### config.mk
export PLATFORM = sky130hd
export DESIGN_NAME = color_threshold_centroid_top
export DESIGN_NICKNAME = d
export VERILOG_FILES = /design/src/ctc_pkg.sv /design/src/color_threshold_centroid_top.sv /design/src/ctc_divider.sv /design/src/ctc_pixel_accum.sv
export SDC_FILE = /design/constraint.sdc
export NUM_CORES = 1
export LEC_CHECK = 0
export ABC_AREA = 1
export ABC_CLOCK_PERIOD_IN_PS = 7800
export BUFFER_PORTS_ARGS = -buffer_cell sky130_fd_sc_hd__buf_2
export CORE_ASPECT_RATIO = 0.6
export CORE_MARGIN = 8
export CORE_UTILIZATION = 40
export DETAILED_ROUTE_END_ITERATION = 16
export GPL_TIMING_DRIVEN = 1
export PLACE_DENSITY = 0.55
export SETUP_SLACK_MARGIN = 0.3
export SKIP_CTS_REPAIR_TIMING = 1
export SLEW_MARGIN = 20
export SYNTH_ARGS = -nofsm -noshare
export SYNTH_HDL_FRONTEND = slang
export SYNTH_SLANG_ARGS = --single-unit
### constraint.sdc
create_clock -name clk -period 7.8 [get_ports clk]
set_input_delay 1.17 -clock clk [delete_from_list [all_inputs] [get_ports clk]]
set_output_delay 1.17 -clock clk [all_outputs]
set_load 0.005 [all_outputs]
### src/ctc_pkg.sv
package ctc_pkg;

  // Pixel field layout (RGB565)
  localparam int RED_W   = 5;
  localparam int GREEN_W = 6;
  localparam int BLUE_W  = 5;
  localparam int PIXEL_W = 16;

  // Configuration port
  localparam int CFG_DATA_W = 11;
  localparam int CFG_IDX_W  = 3;
  localparam int SIZE_W     = 11;

  // Output field widths
  localparam int COUNT_W    = 21;
  localparam int CENTROID_W = 11;

  // Register indexes
  localparam logic [CFG_IDX_W-1:0] REG_FRAME_WIDTH  = 3'd0;
  localparam logic [CFG_IDX_W-1:0] REG_FRAME_HEIGHT = 3'd1;
  localparam logic [CFG_IDX_W-1:0] REG_RED_MIN      = 3'd2;
  localparam logic [CFG_IDX_W-1:0] REG_GREEN_MIN    = 3'd3;
  localparam logic [CFG_IDX_W-1:0] REG_GREEN_MAX    = 3'd4;
  localparam logic [CFG_IDX_W-1:0] REG_BLUE_MAX     = 3'd5;

  // Register reset values
  localparam logic [SIZE_W-1:0]  RST_FRAME_WIDTH  = 11'd640;
  localparam logic [SIZE_W-1:0]  RST_FRAME_HEIGHT = 11'd480;
  localparam logic [RED_W-1:0]   RST_RED_MIN      = 5'd21;
  localparam logic [GREEN_W-1:0] RST_GREEN_MIN    = 6'd10;
  localparam logic [GREEN_W-1:0] RST_GREEN_MAX    = 6'd40;
  localparam logic [BLUE_W-1:0]  RST_BLUE_MAX     = 5'd10;

  // Configuration register set
  typedef struct packed {
    logic [SIZE_W-1:0]  frame_width;
    logic [SIZE_W-1:0]  frame_height;
    logic [RED_W-1:0]   red_min;
    logic [GREEN_W-1:0] green_min;
    logic [GREEN_W-1:0] green_max;
    logic [BLUE_W-1:0]  blue_max;
  } ctc_cfg_t;

  // Frame-end sequencer
  typedef enum logic [2:0] {
    ST_IDLE,
    ST_START_X,
    ST_WAIT_X,
    ST_START_Y,
    ST_WAIT_Y,
    ST_OUT
  } ctc_state_t;

endpackage

### src/color_threshold_centroid_top.sv
// Color blob centroid over an RGB565 pixel stream.
//
// Input channel (in_valid/in_ready/in_pixel): pixels in raster order. The
// block tracks column and row itself from frame_width and frame_height.
// Output channel (out_valid/out_ready/out_*): one item per frame with the
// match count and the truncated mean column and row (-1 when nothing hit).
// Config port (cfg_we/cfg_index/cfg_wdata): single-cycle register writes;
// the user must write only while no frame is in progress (not enforced).
//
// Throughput: one pixel per clock for every pixel but the last of a frame.
// The last pixel starts two divisions on one shared restoring divider that
// resolves one quotient bit per cycle; in_ready stays low until the result
// is registered. A stalled receiver holds the result register; pixels of
// the next frame are still taken, but its own result waits until the
// register is free. Reset (synchronous, rst_n low) restores the default
// thresholds and 640x480 size and clears the position counters and sums.
module color_threshold_centroid_top
  import ctc_pkg::*;
#(
  parameter int MAX_WIDTH  = 1024,
  parameter int MAX_HEIGHT = 1024
) (
  input  logic                         clk,
  input  logic                         rst_n,
  input  logic                         in_valid,
  output logic                         in_ready,
  input  logic [PIXEL_W-1:0]           in_pixel,
  output logic                         out_valid,
  input  logic                         out_ready,
  output logic                         out_found,
  output logic [COUNT_W-1:0]           out_match_count,
  output logic signed [CENTROID_W-1:0] out_centroid_x,
  output logic signed [CENTROID_W-1:0] out_centroid_y,
  input  logic                         cfg_we,
  input  logic [CFG_IDX_W-1:0]         cfg_index,
  input  logic [CFG_DATA_W-1:0]        cfg_wdata
);

  localparam int COL_W = $clog2(MAX_WIDTH);
  localparam int ROW_W = $clog2(MAX_HEIGHT);
  localparam int QUO_W = (COL_W > ROW_W) ? COL_W : ROW_W;
  localparam int HIT_W = $clog2(MAX_WIDTH * MAX_HEIGHT + 1);
  localparam int SUM_W = QUO_W + HIT_W;

  ctc_cfg_t   cfg_r, cfg_nxt;
  ctc_state_t state_r, state_nxt;

  logic             in_fire, frame_end, clear;
  logic [SUM_W-1:0] col_sum, row_sum;
  logic [HIT_W-1:0] hit_count;
  logic             div_start, div_done, div_sel_y;
  logic [SUM_W-1:0] div_num;
  logic [QUO_W-1:0] div_quo;
  logic [QUO_W-1:0] qx_r, qx_nxt;
  logic             load_out;

  logic                         out_valid_r, out_valid_nxt;
  logic                         found_r;
  logic [COUNT_W-1:0]           count_r;
  logic signed [CENTROID_W-1:0] cx_r, cy_r;

  // Configuration registers
  always_comb begin
    cfg_nxt = cfg_r;
    if (cfg_we) begin
      unique case (cfg_index)
        REG_FRAME_WIDTH:  cfg_nxt.frame_width  = SIZE_W'(cfg_wdata);
        REG_FRAME_HEIGHT: cfg_nxt.frame_height = SIZE_W'(cfg_wdata);
        REG_RED_MIN:      cfg_nxt.red_min      = RED_W'(cfg_wdata);
        REG_GREEN_MIN:    cfg_nxt.green_min    = GREEN_W'(cfg_wdata);
        REG_GREEN_MAX:    cfg_nxt.green_max    = GREEN_W'(cfg_wdata);
        REG_BLUE_MAX:     cfg_nxt.blue_max     = BLUE_W'(cfg_wdata);
        default:          cfg_nxt = cfg_r;
      endcase
    end
  end

  always_ff @(posedge clk) begin
    if (!rst_n) begin
      cfg_r.frame_width  <= RST_FRAME_WIDTH;
      cfg_r.frame_height <= RST_FRAME_HEIGHT;
      cfg_r.red_min      <= RST_RED_MIN;
      cfg_r.green_min    <= RST_GREEN_MIN;
      cfg_r.green_max    <= RST_GREEN_MAX;
      cfg_r.blue_max     <= RST_BLUE_MAX;
    end else begin
      cfg_r <= cfg_nxt;
    end
  end

  assign in_fire = in_valid && in_ready;

  ctc_pixel_accum #(
    .MAX_WIDTH  (MAX_WIDTH),
    .MAX_HEIGHT (MAX_HEIGHT),
    .SUM_W      (SUM_W),
    .HIT_W      (HIT_W)
  ) u_accum (
    .clk       (clk),
    .rst_n     (rst_n),
    .cfg       (cfg_r),
    .step      (in_fire),
    .clear     (clear),
    .pixel     (in_pixel),
    .frame_end (frame_end),
    .col_sum   (col_sum),
    .row_sum   (row_sum),
    .hit_count (hit_count)
  );

  // Shared divider: column mean first, then row mean
  assign div_num = div_sel_y ? row_sum : col_sum;

  ctc_divider #(
    .NUM_W (SUM_W),
    .DEN_W (HIT_W),
    .QUO_W (QUO_W)
  ) u_div (
    .clk      (clk),
    .rst_n    (rst_n),
    .start    (div_start),
    .dividend (div_num),
    .divisor  (hit_count),
    .done     (div_done),
    .quotient (div_quo)
  );

  // Sequencer next state
  always_comb begin
    state_nxt = state_r;
    unique case (state_r)
      ST_IDLE: begin
        if (in_fire && frame_end) begin
          state_nxt = ST_START_X;
        end
      end
      ST_START_X: state_nxt = ST_WAIT_X;
      ST_WAIT_X: begin
        if (div_done) begin
          state_nxt = ST_START_Y;
        end
      end
      ST_START_Y: state_nxt = ST_WAIT_Y;
      ST_WAIT_Y: begin
        if (div_done) begin
          state_nxt = ST_OUT;
        end
      end
      ST_OUT: begin
        if (!out_valid_r || out_ready) begin
          state_nxt = ST_IDLE;
        end
      end
      default: state_nxt = ST_IDLE;
    endcase
  end

  // Sequencer outputs
  always_comb begin
    in_ready  = 1'b0;
    div_start = 1'b0;
    div_sel_y = 1'b0;
    load_out  = 1'b0;
    unique case (state_r)
      ST_IDLE:    in_ready = 1'b1;
      ST_START_X: div_start = 1'b1;
      ST_WAIT_X:  div_sel_y = 1'b0;
      ST_START_Y: begin
        div_start = 1'b1;
        div_sel_y = 1'b1;
      end
      ST_WAIT_Y:  div_sel_y = 1'b1;
      ST_OUT:     load_out = !out_valid_r || out_ready;
      default:    in_ready = 1'b0;
    endcase
  end

  assign clear = load_out;

  // Column quotient holds while the row division runs
  assign qx_nxt = (state_r == ST_WAIT_X && div_done) ? div_quo : qx_r;

  always_ff @(posedge clk) begin
    if (!rst_n) begin
      state_r <= ST_IDLE;
    end else begin
      state_r <= state_nxt;
    end
    qx_r <= qx_nxt;
  end

  // Output register
  always_comb begin
    out_valid_nxt = out_valid_r;
    if (load_out) begin
      out_valid_nxt = 1'b1;
    end else if (out_ready) begin
      out_valid_nxt = 1'b0;
    end
  end

  always_ff @(posedge clk) begin
    if (!rst_n) begin
      out_valid_r <= 1'b0;
    end else begin
      out_valid_r <= out_valid_nxt;
    end
    if (load_out) begin
      found_r <= (hit_count != '0);
      count_r <= COUNT_W'(hit_count);
      if (hit_count != '0) begin
        cx_r <= CENTROID_W'(qx_r);
        cy_r <= CENTROID_W'(div_quo);
      end else begin
        cx_r <= '1;
        cy_r <= '1;
      end
    end
  end

  assign out_valid       = out_valid_r;
  assign out_found       = found_r;
  assign out_match_count = count_r;
  assign out_centroid_x  = cx_r;
  assign out_centroid_y  = cy_r;

endmodule

### src/ctc_divider.sv
module ctc_divider
  import ctc_pkg::*;
#(
  parameter int NUM_W = 35,
  parameter int DEN_W = 21,
  parameter int QUO_W = 10
) (
  input  logic             clk,
  input  logic             rst_n,
  input  logic             start,
  input  logic [NUM_W-1:0] dividend,
  input  logic [DEN_W-1:0] divisor,
  output logic             done,
  output logic [QUO_W-1:0] quotient
);

  localparam int CNT_W = $clog2(QUO_W + 1);

  logic             busy_r, busy_nxt;
  logic             done_r, done_nxt;
  logic [CNT_W-1:0] cnt_r, cnt_nxt;
  logic [NUM_W-1:0] rem_r, rem_nxt;
  logic [NUM_W-1:0] den_r, den_nxt;
  logic [QUO_W-1:0] quo_r, quo_nxt;
  logic             fits;

  // One restoring step per cycle; quotient is known to fit in QUO_W bits
  assign fits = (rem_r >= den_r);

  always_comb begin
    busy_nxt = busy_r;
    done_nxt = 1'b0;
    cnt_nxt  = cnt_r;
    rem_nxt  = rem_r;
    den_nxt  = den_r;
    quo_nxt  = quo_r;
    if (start) begin
      busy_nxt = 1'b1;
      cnt_nxt  = CNT_W'(QUO_W - 1);
      rem_nxt  = dividend;
      den_nxt  = NUM_W'(divisor) << (QUO_W - 1);
      quo_nxt  = '0;
    end else if (busy_r) begin
      if (fits) begin
        rem_nxt = rem_r - den_r;
      end
      quo_nxt = QUO_W'({quo_r, fits});
      den_nxt = den_r >> 1;
      cnt_nxt = cnt_r - CNT_W'(1);
      if (cnt_r == '0) begin
        busy_nxt = 1'b0;
        done_nxt = 1'b1;
      end
    end
  end

  always_ff @(posedge clk) begin
    if (!rst_n) begin
      busy_r <= 1'b0;
      done_r <= 1'b0;
      cnt_r  <= '0;
    end else begin
      busy_r <= busy_nxt;
      done_r <= done_nxt;
      cnt_r  <= cnt_nxt;
    end
    rem_r <= rem_nxt;
    den_r <= den_nxt;
    quo_r <= quo_nxt;
  end

  assign done     = done_r;
  assign quotient = quo_r;

endmodule

### src/ctc_pixel_accum.sv
module ctc_pixel_accum
  import ctc_pkg::*;
#(
  parameter int MAX_WIDTH  = 1024,
  parameter int MAX_HEIGHT = 1024,
  parameter int SUM_W      = 31,
  parameter int HIT_W      = 21
) (
  input  logic               clk,
  input  logic               rst_n,
  input  ctc_cfg_t           cfg,
  input  logic               step,
  input  logic               clear,
  input  logic [PIXEL_W-1:0] pixel,
  output logic               frame_end,
  output logic [SUM_W-1:0]   col_sum,
  output logic [SUM_W-1:0]   row_sum,
  output logic [HIT_W-1:0]   hit_count
);

  localparam int COL_W = $clog2(MAX_WIDTH);
  localparam int ROW_W = $clog2(MAX_HEIGHT);
  localparam int WX_W  = ($clog2(MAX_WIDTH + 1) > SIZE_W) ? $clog2(MAX_WIDTH + 1) : SIZE_W;
  localparam int HX_W  = ($clog2(MAX_HEIGHT + 1) > SIZE_W) ? $clog2(MAX_HEIGHT + 1) : SIZE_W;

  logic [COL_W-1:0]   col_r, col_nxt;
  logic [ROW_W-1:0]   row_r, row_nxt;
  logic [SUM_W-1:0]   csum_r, csum_nxt;
  logic [SUM_W-1:0]   rsum_r, rsum_nxt;
  logic [HIT_W-1:0]   hit_r, hit_nxt;
  logic [WX_W-1:0]    w_eff;
  logic [HX_W-1:0]    h_eff;
  logic               last_col, last_row, match;
  logic [RED_W-1:0]   red;
  logic [GREEN_W-1:0] green;
  logic [BLUE_W-1:0]  blue;

  // Effective frame size: zero acts as one, oversize clamps to the maximum
  always_comb begin
    if (cfg.frame_width == '0) begin
      w_eff = WX_W'(1);
    end else if (WX_W'(cfg.frame_width) > WX_W'(MAX_WIDTH)) begin
      w_eff = WX_W'(MAX_WIDTH);
    end else begin
      w_eff = WX_W'(cfg.frame_width);
    end
    if (cfg.frame_height == '0) begin
      h_eff = HX_W'(1);
    end else if (HX_W'(cfg.frame_height) > HX_W'(MAX_HEIGHT)) begin
      h_eff = HX_W'(MAX_HEIGHT);
    end else begin
      h_eff = HX_W'(cfg.frame_height);
    end
  end

  assign last_col  = (WX_W'(col_r) >= (w_eff - WX_W'(1)));
  assign last_row  = (HX_W'(row_r) >= (h_eff - HX_W'(1)));
  assign frame_end = last_col && last_row;

  // Color window test
  assign red   = pixel[15:11];
  assign green = pixel[10:5];
  assign blue  = pixel[4:0];
  assign match = (red >= cfg.red_min) && (green >= cfg.green_min) &&
                 (green <= cfg.green_max) && (blue <= cfg.blue_max);

  // Position walk and match accumulation
  always_comb begin
    col_nxt  = col_r;
    row_nxt  = row_r;
    csum_nxt = csum_r;
    rsum_nxt = rsum_r;
    hit_nxt  = hit_r;
    if (clear) begin
      col_nxt  = '0;
      row_nxt  = '0;
      csum_nxt = '0;
      rsum_nxt = '0;
      hit_nxt  = '0;
    end else if (step) begin
      if (match) begin
        csum_nxt = csum_r + SUM_W'(col_r);
        rsum_nxt = rsum_r + SUM_W'(row_r);
        hit_nxt  = hit_r + HIT_W'(1);
      end
      // positions hold at the frame end until the sequencer clears them
      if (!frame_end) begin
        if (last_col) begin
          col_nxt = '0;
          row_nxt = row_r + ROW_W'(1);
        end else begin
          col_nxt = col_r + COL_W'(1);
        end
      end
    end
  end

  always_ff @(posedge clk) begin
    if (!rst_n) begin
      col_r  <= '0;
      row_r  <= '0;
      csum_r <= '0;
      rsum_r <= '0;
      hit_r  <= '0;
    end else begin
      col_r  <= col_nxt;
      row_r  <= row_nxt;
      csum_r <= csum_nxt;
      rsum_r <= rsum_nxt;
      hit_r  <= hit_nxt;
    end
  end

  assign col_sum   = csum_r;
  assign row_sum   = rsum_r;
  assign hit_count = hit_r;

endmodule
After elaboration in Yosys (flattened, before gate mapping)
Cells that the tools add are included.
{"block": "op_classes", "n_addsub": 9, "order_cmp": 9, "eq_ne": 14, "muxes": 30, "bitwise": 3, "n_reduce_logical": 34}
{"operator": "$mux W31", "count": 4}
{"operator": "$mux W11", "count": 6}
{"operator": "$add A31 B10 Y31", "count": 2}
{"operator": "$mux W30", "count": 2}
{"operator": "$ge A31 B30 Y1", "count": 1}
{"operator": "$sub A31 B30 Y31", "count": 1}
{"operator": "$ge A10 B11 Y1", "count": 2}
{"operator": "$gt A11 B11 Y1 const B", "count": 2}
{"operator": "$logic_not A11 Y1", "count": 2}
{"operator": "$sub A11 B1 Y11 const B", "count": 2}
{"operator": "$add A21 B1 Y21 const B", "count": 1}
{"operator": "$reduce_bool A21 Y1", "count": 1}
{"operator": "$add A10 B1 Y10 const B", "count": 2}
{"operator": "$pmux W3 S6", "count": 1}
{"operator": "$reduce_and A2 Y1", "count": 9}
{"operator": "$eq A3 B2 Y1 const B", "count": 4}
{"operator": "$eq A3 B3 Y1 const B", "count": 4}
{"operator": "$mux W3", "count": 4}
{"operator": "$mux W1", "count": 10}
{"operator": "$mux W10", "count": 1}
{"operator": "$mux W4", "count": 2}
{"operator": "$reduce_or A2 Y1", "count": 4}
{"operator": "$logic_and A1 B1 Y1", "count": 7}
{"operator": "$eq A3 B1 Y1 const B", "count": 2}
{"operator": "16 further kinds", "count": 23}
{"block": "totals", "regBits": 282, "inputBits": 35, "word_cells": 127}

Depth between registers and ports, before layout
Gate-level depths: netlist of the first run.
{"block": "depth", "word_depth": 9, "depth_mapped": 28, "ltp_nobuf": 27}

Modules after synthesis
From an unflattened synthesis of the first run, not the netlist that was laid out.
{"block": "unflattened", "cells_unflattened": 2529, "hier_area_um2": 17779.6}
{"mod": "ctc_pixel_accum", "instances": 1, "cells_each": 1274, "area_each_um2": 8219.1, "seq_area_each_um2": 2062.0}
{"mod": "ctc_divider", "instances": 1, "cells_each": 795, "area_each_um2": 5418.9, "seq_area_each_um2": 2062.0}
{"mod": "color_threshold_centroid_top", "instances": 1, "cells_each": 460, "area_each_um2": 4141.5, "seq_area_each_um2": 2552.4}

Worst setup path before layout of the first run
OpenSTA, ideal clock, no wires.
{"block": "synth_path", "kind": "input-to-reg", "startpoint": "input port out_ready", "endpoint": "register u_accum.hit_r[10] (netlist: u_accum.hit_count[10])", "arrival_ns": 6.799, "t_required_ns": 7.680, "path_slack_ns": 0.881, "stages": 7, "path_buffers": 2, "path_cell_list": "nor2_1 -> nor4_1 -> nor2_1 -> inv_2 -> buf_2 -> buf_2 -> a21oi_1"}
{"block": "synth_via", "elab_chain_cells": 3}
{"element": "start: declaration", "line_no": "color_threshold_centroid_top.sv:29", "rtl": "input logic out_ready,"}
{"element": "$logic_or A1 B1 Y1", "line_no": "color_threshold_centroid_top.sv:173", "rtl": "ST_OUT: load_out = !out_valid_r || out_ready;"}
{"element": "$mux W1", "line_no": "color_threshold_centroid_top.sv:164", "rtl": "unique case (state_r)"}
{"element": "via clear", "line_no": "color_threshold_centroid_top.sv:48", "rtl": "logic in_fire, frame_end, clear;"}
{"element": "$reduce_or A2 Y1 (no source line)"}
{"element": "end signal: assignment", "line_no": "ctc_pixel_accum.sv:110", "rtl": "hit_r <= hit_nxt;"}
{"element": "end: declaration", "line_no": "ctc_pixel_accum.sv:30", "rtl": "logic [HIT_W-1:0] hit_r, hit_nxt;"}
The timed path passes the listed nets, and every way through them passes these cells.
A chain may end at the register's enable or synchronous reset.

Final worst setup path of the first run
{"block": "layout_path", "startpoint": "input port in_pixel[10]", "endpoint": "register u_accum.csum_r[4] (netlist: u_accum.col_sum[4])"}
{"block": "layout_via", "elab_chain_cells": 5, "word_cells_on_any_way": 6, "cone_classes": "order compare (2); reduce/logical (4)"}
{"element": "start: declaration", "line_no": "color_threshold_centroid_top.sv:27", "rtl": "input logic [PIXEL_W-1:0] in_pixel,"}
{"element": "$ge A6 B6 Y1", "line_no": "ctc_pixel_accum.sv:64", "rtl": "assign match = (red >= cfg.red_min) && (green >= cfg.green_min) &&"}
{"element": "$logic_and A1 B1 Y1", "line_no": "ctc_pixel_accum.sv:64"}
{"element": "$logic_and A1 B1 Y1 *", "line_no": "ctc_pixel_accum.sv:64"}
{"element": "$logic_and A1 B1 Y1 *", "line_no": "ctc_pixel_accum.sv:65", "rtl": "(green <= cfg.green_max) && (blue <= cfg.blue_max);"}
{"element": "$reduce_and A2 Y1 (no source line) *"}
{"element": "end signal: assignment", "line_no": "ctc_pixel_accum.sv:108", "rtl": "csum_r <= csum_nxt;"}
{"element": "end: declaration", "line_no": "ctc_pixel_accum.sv:28", "rtl": "logic [SUM_W-1:0] csum_r, csum_nxt;"}
Every way passes the cells marked *; elsewhere a longest branch is shown, timed or not.

==> results of run 1 <==
-- worst max-delay path by stage --
stage               slack, ns  cells after the start                    end
finish                   3.74                     15     u_accum.col_sum[4]
global route             3.46                     16    u_accum.row_sum[11]
CTS                      3.82                     15     u_accum.col_sum[4]
detailed placement       3.20                     17    u_accum.row_sum[11]
global placement         3.19                     17    u_accum.row_sum[11]
floorplan                0.88                      7  u_accum.hit_count[10]
-- stage by stage --
step	power, mW	utilization, %	hold slack, ns
2_1_floorplan	3.57	-	0.417
3_3_place_gp	4.17	42.4	0.436
3_5_place_dp	4.20	42.4	0.441
4_1_cts	5.67	44.7	0.453
5_1_grt	6.07	44.8	0.470
6_report	5.66	44.8	0.452
-- critical path, cell delays in order --
cell and delay, ns:
buf_2 0.11, ha_1 0.30, nand2_1 0.10, nor2_1 0.07, nand2_1 0.06, o211ai_1 0.07, o21ai_0 0.34, nand3_1 0.17
a21oi_1 0.18, nand2_2 0.07, buf_4 0.38, inv_2 0.30, buf_4 0.72, o21ai_0 0.22, a21oi_1 0.15
-- power breakdown --
part / leakage [nW] / switching (mW) / internal (mW)
combinational: 4.64 / 1.46 / 0.714
clock: 0.479 / 0.601 / 0.837
sequential: 2.38 / 0.162 / 1.88
total: 7.50 / 2.22 / 3.43
-- synthesized netlist by cell type, types with 13 or more instances --
cell / count
nand2_1: 466
inv_1: 255
a21oi_1: 246
nor2_1: 207
o21ai_0: 182
dfxtp_1: 176
nand3_1: 106
edfxtp_1: 105
ha_1: 99
xor2_1: 73
clkbuf_1: 46
nand4_1: 33
nor3_1: 32
xnor2_1: 29
or2_2: 21
o21ai_1: 15
nor4_1: 14
o211ai_1: 13
-- flip-flops by register name, summed over array words and instances (netlist names), 4 cells and up --
signal	cells
qx_r	10
u_accum.row_r	10
cfg_r	44
out_match_count	21
u_accum.row_sum	31
u_accum.col_sum	31
out_centroid_y	10
u_div.cnt_r	4
out_centroid_x	11
u_div.den_r	30
u_accum.col_r	10
u_div.quotient	10
u_div.rem_r	31
u_accum.hit_count	21
-- final cells by class --
type                            instances  area (µm²)  share of cell area, %
Sequential cell                       281        6680                   35.9
Clock buffer                           39         822                   4.42
Multi-Input combinational cell       1616        8790                   47.2
Tap cell                              570         713                   3.83
Timing Repair Buffer                   88         460                   2.47
Clock inverter                         12         166                  0.894
Inverter                              263         988                   5.31
-- per-layer routing --
| metal | routed length (µm) | vias up |
|---|---|---|
| met5 | 7 | - |
| met2 | 18500 | 460 |
| met4 | 633 | 2 |
| met1 | 26100 | 6993 |
| met3 | 4090 | 50 |
| li1 | - | 7565 |
-- cell families after synthesis --
logic type	share of synthesized area, %
fa+ha+maj	7.75
flops	39.9
xor+xnor	5.33
buf+inv	7.84
compound gates	16.3
simple gates	22.9
==> summary.md, run 1 <==
| Metric | Value |
|---|---|
| Global-route total usage across every layer | `19.7%` |
| RR Endpoint | `u_accum.col_sum[4]` |
| Area leader, netlist | `dfxtp_1` |
| Clock Skews | `0.0201 ns` |
| Final hold vios | `0` |
| Setup crit end kind | `register` |
| Synth top area cells | `dfxtp_1 21%, edfxtp_1 19%, nand2_1 10%, ha_1 7.4%, a21oi_1 7.4%` |
| Synth cell types | `49` |
| Clock Latency Late Sink | `0.58 ns` |
| Clock sinks | `281` |
| Synth Flop Type | `dfxtp_1` |
| Rows | `58` |
| Hold Crit Start | `u_div.quotient[3]` |
| Diodes inserted | `0` |
| Detailed Routing Iterations Pass 1 | `5` |
| Fill cell count | `4226` |
| Clk pin slew, worst setup/hold paths | `0.06 ns` |
| Vias per inst | `5.25` |
| Clock buffer depth | `3` |
| #FFs+latches synth | `281` |
| Ys async rst share | `0%` |
| Met1 usage | `31.6%` |
| Slew Viols, Final | `0` |
| YS warnings | `0` |
| Worst EP required | `8.30 ns` |
| Final instance area | `0.0186 mm²` |
| Mean post-synth cell area | `7.51 µm²` |
| Initial antenna violation count | `1` |
| WHS Path Cells | `0` |
| Crit path time final | `4.06 ns` |
| Root Buffer | `clkbuf_16` |
| RSZ-0062 raised after global routing | `no` |
| Setup TNS | `0 ns` |
| Vias in the first global route | `14.0k` |
| Die ar. | `0.0489 mm²` |
| GRT busiest layer | `met1` |
| Post-DP HPWL | `37200 µm` |
| Maxcap violations | `0` |
| Initial core utilization | `40.3%` |
| Routed Wire Length | `49400 µm` |
| FF-to-FF Start | `state_r[1]` |
| Startpoint types | `primary input` |
| Largest net degree at the start of global routing | `93` |
| Final GP Congestion | `0.951` |
| Grt met3 use | `4.42%` |
| Fraction of layout cells with a size suffix above 1 | `8.31%` |
| Placed Area | `0.0176 mm²` |
| R2r setup slk | `3.88 ns` |
| EDFF count, synth | `105` |
| R2R cell count | `13` |
| H-tree depth | `1` |
| Grt ovf | `0` |
| Wirelength per Cell | `17.2 µm` |
| PwrDens | `304 mW/mm²` |
| Worst Tran Pin Value | `1.27 ns` |
| Gate Count Post-Synth | `2229` |
| Most common cell after layout, fill and taps aside | `nand2_1` |
| Total CTS buffers | `28` |
| Pre-CTS setup slack | `3.20 ns` |
| M2 GR Usage | `26.5%` |
| # placed instances | `2818` |
| Leakage power | `7.50 nW` |
| Most frequent cells in the layout | `465 x nand2_1, 254 x inv_1, 246 x a21oi_1` |
| Final ANT Viol Nets | `0` |
| Drt initial violations | `1402` |
| Status | `finished, final reports clean` |
| Final Non-Filler Cells | `2869` |
| Die Wd | `280 µm` |
| Hold Crit Class | `reg2reg` |
| # DRC | `0` |
| VDD IR max | `0.185 mV` |
| # port buffers | `80` |
| Fmax | `246 MHz` |
| Final setup violation count | `0` |
| Rel. slew slack | `14.6%` |
| Total vias in the final route | `15.1k` |
| Synthesized cell area | `0.0167 mm²` |
| Final period utilization | `52.1%` |
| Layout area overhead | `11.2%` |
| Setup slack after layout | `3.74 ns` |
| CTS tree | `built` |
| Critical path type | `in2reg` |
| First-pass GRT wire length | `78100 µm` |
| Final Net Count | `2415` |
| Critical Path Source | `in_pixel[10]` |
| Share of the synthesized area in the top cell type | `21.0%` |
| IO Count | `81` |
| Worst Hold Path EP | `qx_r[3]` |
| Sequential fraction of the synthesis area | `39.9%` |
| Syn_nets | `2366` |
| Crit path max fanout | `82` |
| Chip Height | `174 µm` |
| CP arrival | `4.56 ns` |
| Floorplan core area | `0.0416 mm²` |
Note: power is estimated with default switching activity, not from simulation.
==> run 2, diff against run 1 <==
Settings changed: ABC_AREA 1 to 0, ABC_CLOCK_PERIOD_IN_PS 7800 to 3400, PLACE_DENSITY 0.55 to 0.57.
Clock period 7.8 ns to 3.4 ns, I/O delays scaled along.
==> summary.md, run 2 <==
| Metric | Value |
|---|---|
| Critical Path Source | `cfg_r[39]` |
| Fmax | `253 MHz` |
| CP arrival | `4.46 ns` |
| Worst path slowest cell | `or4_4` |
| Synth Flop Type | `dfxtp_1` |
| Worst Tran Pin Value | `0.997 ns` |
| Met1 Routed Length | `21600 µm` |
| Crit path max fanout | `5` |
| Post-DP HPWL | `29200 µm` |
| H-tree depth | `1` |
| Synthesized cell area | `0.0154 mm²` |
| CP Cell Sequence | `or3_4 > or4_4 > nor3_4 > nand2_2 > nand2b_1 > nand2_2 > ha_4 > inv_4 > nand2_2 > a31oi_2 > ha_1 > a21o_1 > a2111oi_4 > o211ai_1 > buf_4 > nand2_4 > nor2_4 > or4_4 > a21oi_2` |
| Total vias in the final route | `12.6k` |
| Final Net Count | `1947` |
| Most frequent cells in the layout | `189 x nand2_1, 172 x dfxtp_1, 118 x nor2_1` |
| Setup crit end kind | `register` |
| Clock Skews | `0.0108 ns` |
| Crit-path max cell delay | `0.51 ns` |
| Total CTS buffers | `29` |
| Wirelength per Cell | `17.0 µm` |
| Hold Crit Start | `cfg_wdata[7]` |
| Final Non-Filler Cells | `2346` |
| Max FFs per register | `44` |
| Register area | `0.00668 mm²` |
| Startpoint types | `register` |
| Leakage power | `7.10 nW` |
| Initial antenna violation count | `0` |
| Status | `finished with violations` |
| PwrDens | `401 mW/mm²` |
| Largest Register | `cfg_r` |
| Combinational power share | `4.9%` |
| # DRC | `0` |
| Final core occ | `49.0%` |
| Vias per inst | `5.36` |
| Die Wd | `269 µm` |
| Syn_nets | `1800` |
| Worst EP required | `3.90 ns` |
| Sw power | `1.65 mW` |
| First-pass GRT wire length | `63100 µm` |
| Hold Slack | `0.197 ns` |
| Most frequent cell after synthesis | `nand2_1` |
| Clk pin slew, worst setup/hold paths | `0.07 ns` |
| Final period utilization | `116%` |
| WL met2 | `15300 µm` |
| Synth top area cells | `dfxtp_1 23%, edfxtp_1 21%, ha_1 8.1%, nand2_1 4.8%, a21oi_1 3.8%` |
| Vias in the first global route | `11.6k` |
| Final hold vios | `0` |
| RSZ-0062 raised after global routing | `yes` |
| Fraction of layout cells with a size suffix above 1 | `19.4%` |
| Slew Viols, Final | `0` |
| Clock sinks | `281` |
| #FFs+latches synth | `281` |
| Sequential power share | `47.3%` |
| Rel. slew slack | `33.3%` |
| # placed instances | `2270` |
| Maxcap violations | `0` |
| Grt ovf | `0` |
| Initial core utilization | `40.6%` |
| Mean post-synth cell area | `9.23 µm²` |
| Buf+Inv Stages, Crit Path | `2` |
| R2r setup slk | `-0.56 ns` |
| Clock Latency Late Sink | `0.57 ns` |
| Setup slack after layout | `-0.555 ns` |
| Root Buffer | `clkbuf_16` |
| Final ANT Viol Nets | `0` |
| FF-to-FF Start | `cfg_r[39]` |
| Crit path time final | `3.96 ns` |
| Internal power | `5.78 mW` |
| Most frequent CP cell | `nand2_2` |
| Routed Wire Length | `40000 µm` |
| YS warnings | `0` |
| Fill cell count | `3555` |
| Floorplan core area | `0.0378 mm²` |
| Switching share of power | `22.2%` |
| Gate Count Post-Synth | `1663` |
| Synth cell types | `83` |
| Critical path type | `reg2reg` |
| CP delay by family, top | `simple AND/OR/NAND/NOR gates` |
| # port buffers | `80` |
| DR WL met3 | `2560 µm` |
| Ys async rst share | `0%` |
| Largest net degree at the start of global routing | `54` |
| Sequential fraction of the synthesis area | `43.5%` |
| Placed Area | `0.0169 mm²` |
| VDD IR max | `0.365 mV` |
| IO Count | `81` |
| Diodes inserted | `0` |
| Layout area overhead | `20.6%` |
| Area leader, netlist | `dfxtp_1` |
| Die ar. | `0.0451 mm²` |
| Final setup violation count | `21` |
| Final instance area | `0.0185 mm²` |
| Failing checks | `negative setup slack` |
| Global-route total usage across every layer | `17.0%` |
| Rows | `55` |
| Chip Height | `168 µm` |
| Share of the synthesized area in the top cell type | `22.9%` |
| CTS tree | `built` |
| EDFF count, synth | `105` |
| Pre-CTS setup slack | `-0.654 ns` |
| Multi-input logic area | `0.00842 mm²` |
| Synth top cells by count | `195 x nand2_1, 176 x dfxtp_1, 121 x nor2_1` |
| Drt initial violations | `930` |
| Final GP Congestion | `0.854` |
| Most common cell after layout, fill and taps aside | `nand2_1` |
| Power share of the clock group | `47.8%` |
| Clock buffer depth | `3` |
| Highest metal used | `met4` |
| Detailed Routing Iterations Pass 1 | `6` |
| Hold Crit Class | `in2reg` |
-- run 2: changes by cell type after synthesis, sizes merged, moves of 19 or more --
cell,change
nand2,-276
inv,-166
o21ai,-134
a21oi,-131
nor2,-88
nand3,-62
mux2i,+58
nor2b,+35
xor2,-35
or3,+28
a21boi,+26
xnor2,+21
o31ai,+20
a21o,+19
-- run 2: power by group through the flow --
stage | Clock [mW] | Sequential, mW | Combinational [mW]
global placement | 0 | 3.58 | 0.336
finish | 3.55 | 3.51 | 0.367
global route | 3.77 | 3.51 | 0.408
detailed placement | 0 | 3.58 | 0.343
floorplan | 0 | 3.58 | 0.208
CTS | 3.64 | 3.51 | 0.344
-- run 2: final cells by class --
type                            count  share of cell area (%)
Clock inverter                     20                    1.43
Multi-Input combinational cell   1213                    45.5
Clock buffer                       34                    4.29
Inverter                           96                    1.96
Tap cell                          513                    3.47
Sequential cell                   281                    36.1
Timing Repair Buffer              189                    7.29
-- run 2: cells by family (layout without fill, tap and decap cells) --
logic type	count (synthesis)	after routing	share of synthesized area, %
buffers and inverters	169	339	4.39
and+or+nand+nor	612	612	20.1
DFF	281	281	43.5
AOI/OAI and AO/OA	352	352	14.7
adders and majority gates	102	102	8.46
muxes	59	59	3.85
xor gates and xnor gates	88	88	5.02
-- run 2: routing by layer --
layer,up-vias,global-route usage [%]
met5,-,0
met4,0,2.73
met3,46,3.27
met2,306,22.3
met1,5999,28.0
li1,6232,-
-- run 2: metrics by stage --
step	TNS, ns	total power, mW
after floorplan	-17.69	3.79
after global placement	-10.73	3.92
after detailed placement	-11.38	3.93
after CTS	-12.00	7.49
after global routing	-12.20	7.69
final	-8.79	7.42
-- run 2: worst reg2reg max path: cells and delay by family (launching register included) --
| kind | cells | cell delay [ns] |
|---|---|---|
| simple gates | 10 | 1.97 |
| compound gates | 5 | 0.91 |
| fa+ha+maj | 2 | 0.46 |
| flops | 1 | 0.32 |
| buf+inv | 2 | 0.25 |
-- run 2: worst paths after layout --
kind / end / cells past startpoint
worst max-delay path: u_accum.col_r[8] / 19
worst max register to register: u_accum.col_r[8] / 19
worst min-delay path: cfg_r[29] / 3
worst min register to register: cfg_r[16] / 2
==> run 3, diff against run 2 <==
Settings changed: CORE_UTILIZATION 40 to 35, PLACE_DENSITY 0.57 to 0.51, SKIP_CTS_REPAIR_TIMING 1 to not set.
==> summary.md, run 3 (synthesis results as in run 2) <==
| Metric | Value |
|---|---|
| Post-DP HPWL | `29600 µm` |
| R2r setup slk | `-0.63 ns` |
| R2R cell count | `19` |
| Initial antenna violation count | `0` |
| Most frequent cells in the layout | `190 x nand2_1, 170 x dfxtp_1, 119 x nor2_1` |
| H-tree depth | `1` |
| Total vias in the final route | `12.4k` |
| Final Net Count | `1954` |
| # port buffers | `80` |
| Chip Height | `178 µm` |
| Final hold vios | `0` |
| Leakage power | `7.04 nW` |
| Detailed Routing Iterations Pass 1 | `7` |
| Buf+Inv Stages, Crit Path | `4` |
| Clock sinks | `281` |
| Most common cell after layout, fill and taps aside | `nand2_1` |
| IO Count | `81` |
| Global-route total usage across every layer | `15.4%` |
| Worst path slowest cell | `or4_4` |
| Crit path max fanout | `7` |
| PwrDens | `380 mW/mm²` |
| Rel. slew slack | `21.4%` |
| Power Total | `6.99 mW` |
| Hold_buf cts | `0` |
| Drt initial violations | `837` |
| Largest Register | `cfg_r` |
| Failing checks | `negative setup slack` |
| Setup crit end kind | `register` |
| Root Buffer | `clkbuf_16` |
| Setup slack after layout | `-0.635 ns` |
| Fill cell count | `4236` |
| Initial core utilization | `35.4%` |
| Final setup violation count | `21` |
| Crit path capture | `state_r[0]` |
| Final ANT Viol Nets | `0` |
| Layout area overhead | `20.0%` |
| Wirelength per Cell | `16.7 µm` |
| Vias per inst | `5.11` |
| Multi-input logic area | `0.00833 mm²` |
| Routed Wire Length | `40500 µm` |
| Floorplan core area | `0.0433 mm²` |
| Diodes inserted | `0` |
| Vias in the first global route | `11.6k` |
| Final GP Congestion | `0.835` |
| Hold Slack | `0.188 ns` |
| FF-to-FF Start | `cfg_r[39]` |
| VDD IR max | `0.342 mV` |
| CP Cell Sequence | `or3_4 > or4_4 > nor3_4 > nand2_1 > nand2b_1 > nand2_2 > ha_4 > buf_4 > xnor2_1 > ha_1 > a21o_1 > a21oi_2 > o211ai_1 > nand2_4 > buf_4 > buf_6 > buf_6 > or3_2 > a21oi_2` |
| Die ar. | `0.0511 mm²` |
| Status | `finished with violations` |
| Pre-CTS setup slack | `-0.721 ns` |
| Clock Latency Late Sink | `0.58 ns` |
| Max FFs per register | `44` |
| Worst EP required | `3.91 ns` |
| CP arrival | `4.55 ns` |
| CP Depth | `19` |
| Largest net degree at the start of global routing | `54` |
| Worst Tran Pin Value | `1.17 ns` |
| # DRC | `0` |
| Clock Skews | `0.0118 ns` |
| Rows | `59` |
| Final period utilization | `119%` |
| Die Wd | `286 µm` |
| Total CTS buffers | `30` |
| Register area | `0.00668 mm²` |
| Grt ovf | `0` |
| Crit path time final | `4.03 ns` |
| CTS tree | `built` |
| Clock buffer depth | `3` |
| First-pass GRT wire length | `64700 µm` |
| Crit-path max cell delay | `0.45 ns` |
| Critical path type | `reg2reg` |
| Clk pin slew, worst setup/hold paths | `0.06 ns` |
| Startpoint types | `register` |
| Maxcap violations | `0` |
| Final core occ | `42.5%` |
| RR Endpoint | `state_r[0]` |
| Hold Crit Class | `in2reg` |
| Slew Viols, Final | `0` |
| Critical Path Source | `cfg_r[39]` |
| Fmax | `248 MHz` |
| CP delay by family, top | `simple AND/OR/NAND/NOR gates` |
| RSZ-0062 raised after global routing | `yes` |
| Fraction of layout cells with a size suffix above 1 | `18.7%` |
[run 3: tightest hold or removal path: stages]
cell	delay, ns
buf_2	0.10
nand2_1	0.05
nand3_1	0.06
[run 3: layout make-up]
type / instances / area share [%]
repair buffers: 195 / 7.64
clock inverters: 13 / 0.523
flip-flops and latches: 281 / 36.3
multi-input cells: 1213 / 45.2
clock buffers: 43 / 4.45
well taps: 579 / 3.93
inverters: 96 / 1.97
[run 3: routing by layer]
layer  vias to the layer above  share of wire [%]  track usage, %
li1                       6237                  -               -
met1                      5856                 56            25.1
met2                       245                 38            20.7
met3                        39                5.0            2.58
met4                         0                1.3            2.50
met5                         -                  0               0
[run 3: repair_timing]
item,CTS,global route
cloned,0,3
endpoints found under the setup margin,33,87
gates resized for setup,21,42
pin swaps,20,19
setup buffers,13,10
[run 3: power breakdown]
part	total [mW]	internal (mW)	switching [mW]	leakage (nW)
registers	3.51	3.49	0.0175	2.31
clock network	3.13	1.75	1.38	0.445
logic	0.359	0.152	0.207	4.28
total	6.99	5.39	1.61	7.04
[run 3: worst min-delay path by stage]
stage	from	end	slack [ns]	cells past startpoint
after floorplan	u_accum.hit_count[2]	out_match_count[2]	0.41	0
after global placement	cfg_r[16]	cfg_r[16]	0.45	2
after detailed placement	cfg_r[15]	cfg_r[15]	0.46	2
after CTS	cfg_wdata[9]	cfg_r[42]	0.16	3
after global routing	cfg_wdata[8]	cfg_r[30]	0.20	3
final	cfg_wdata[9]	cfg_r[42]	0.19	3
[run 3: metrics by stage]
step	instance area, µm²	cells	setup TNS [ns]
final	18400	2420	-12.09
after detailed placement	17000	2338	-13.39
after CTS	18100	2407	-11.21
after global placement	17000	2338	-12.20
after global routing	18400	2420	-16.67
after floorplan	15500	1663	-17.69
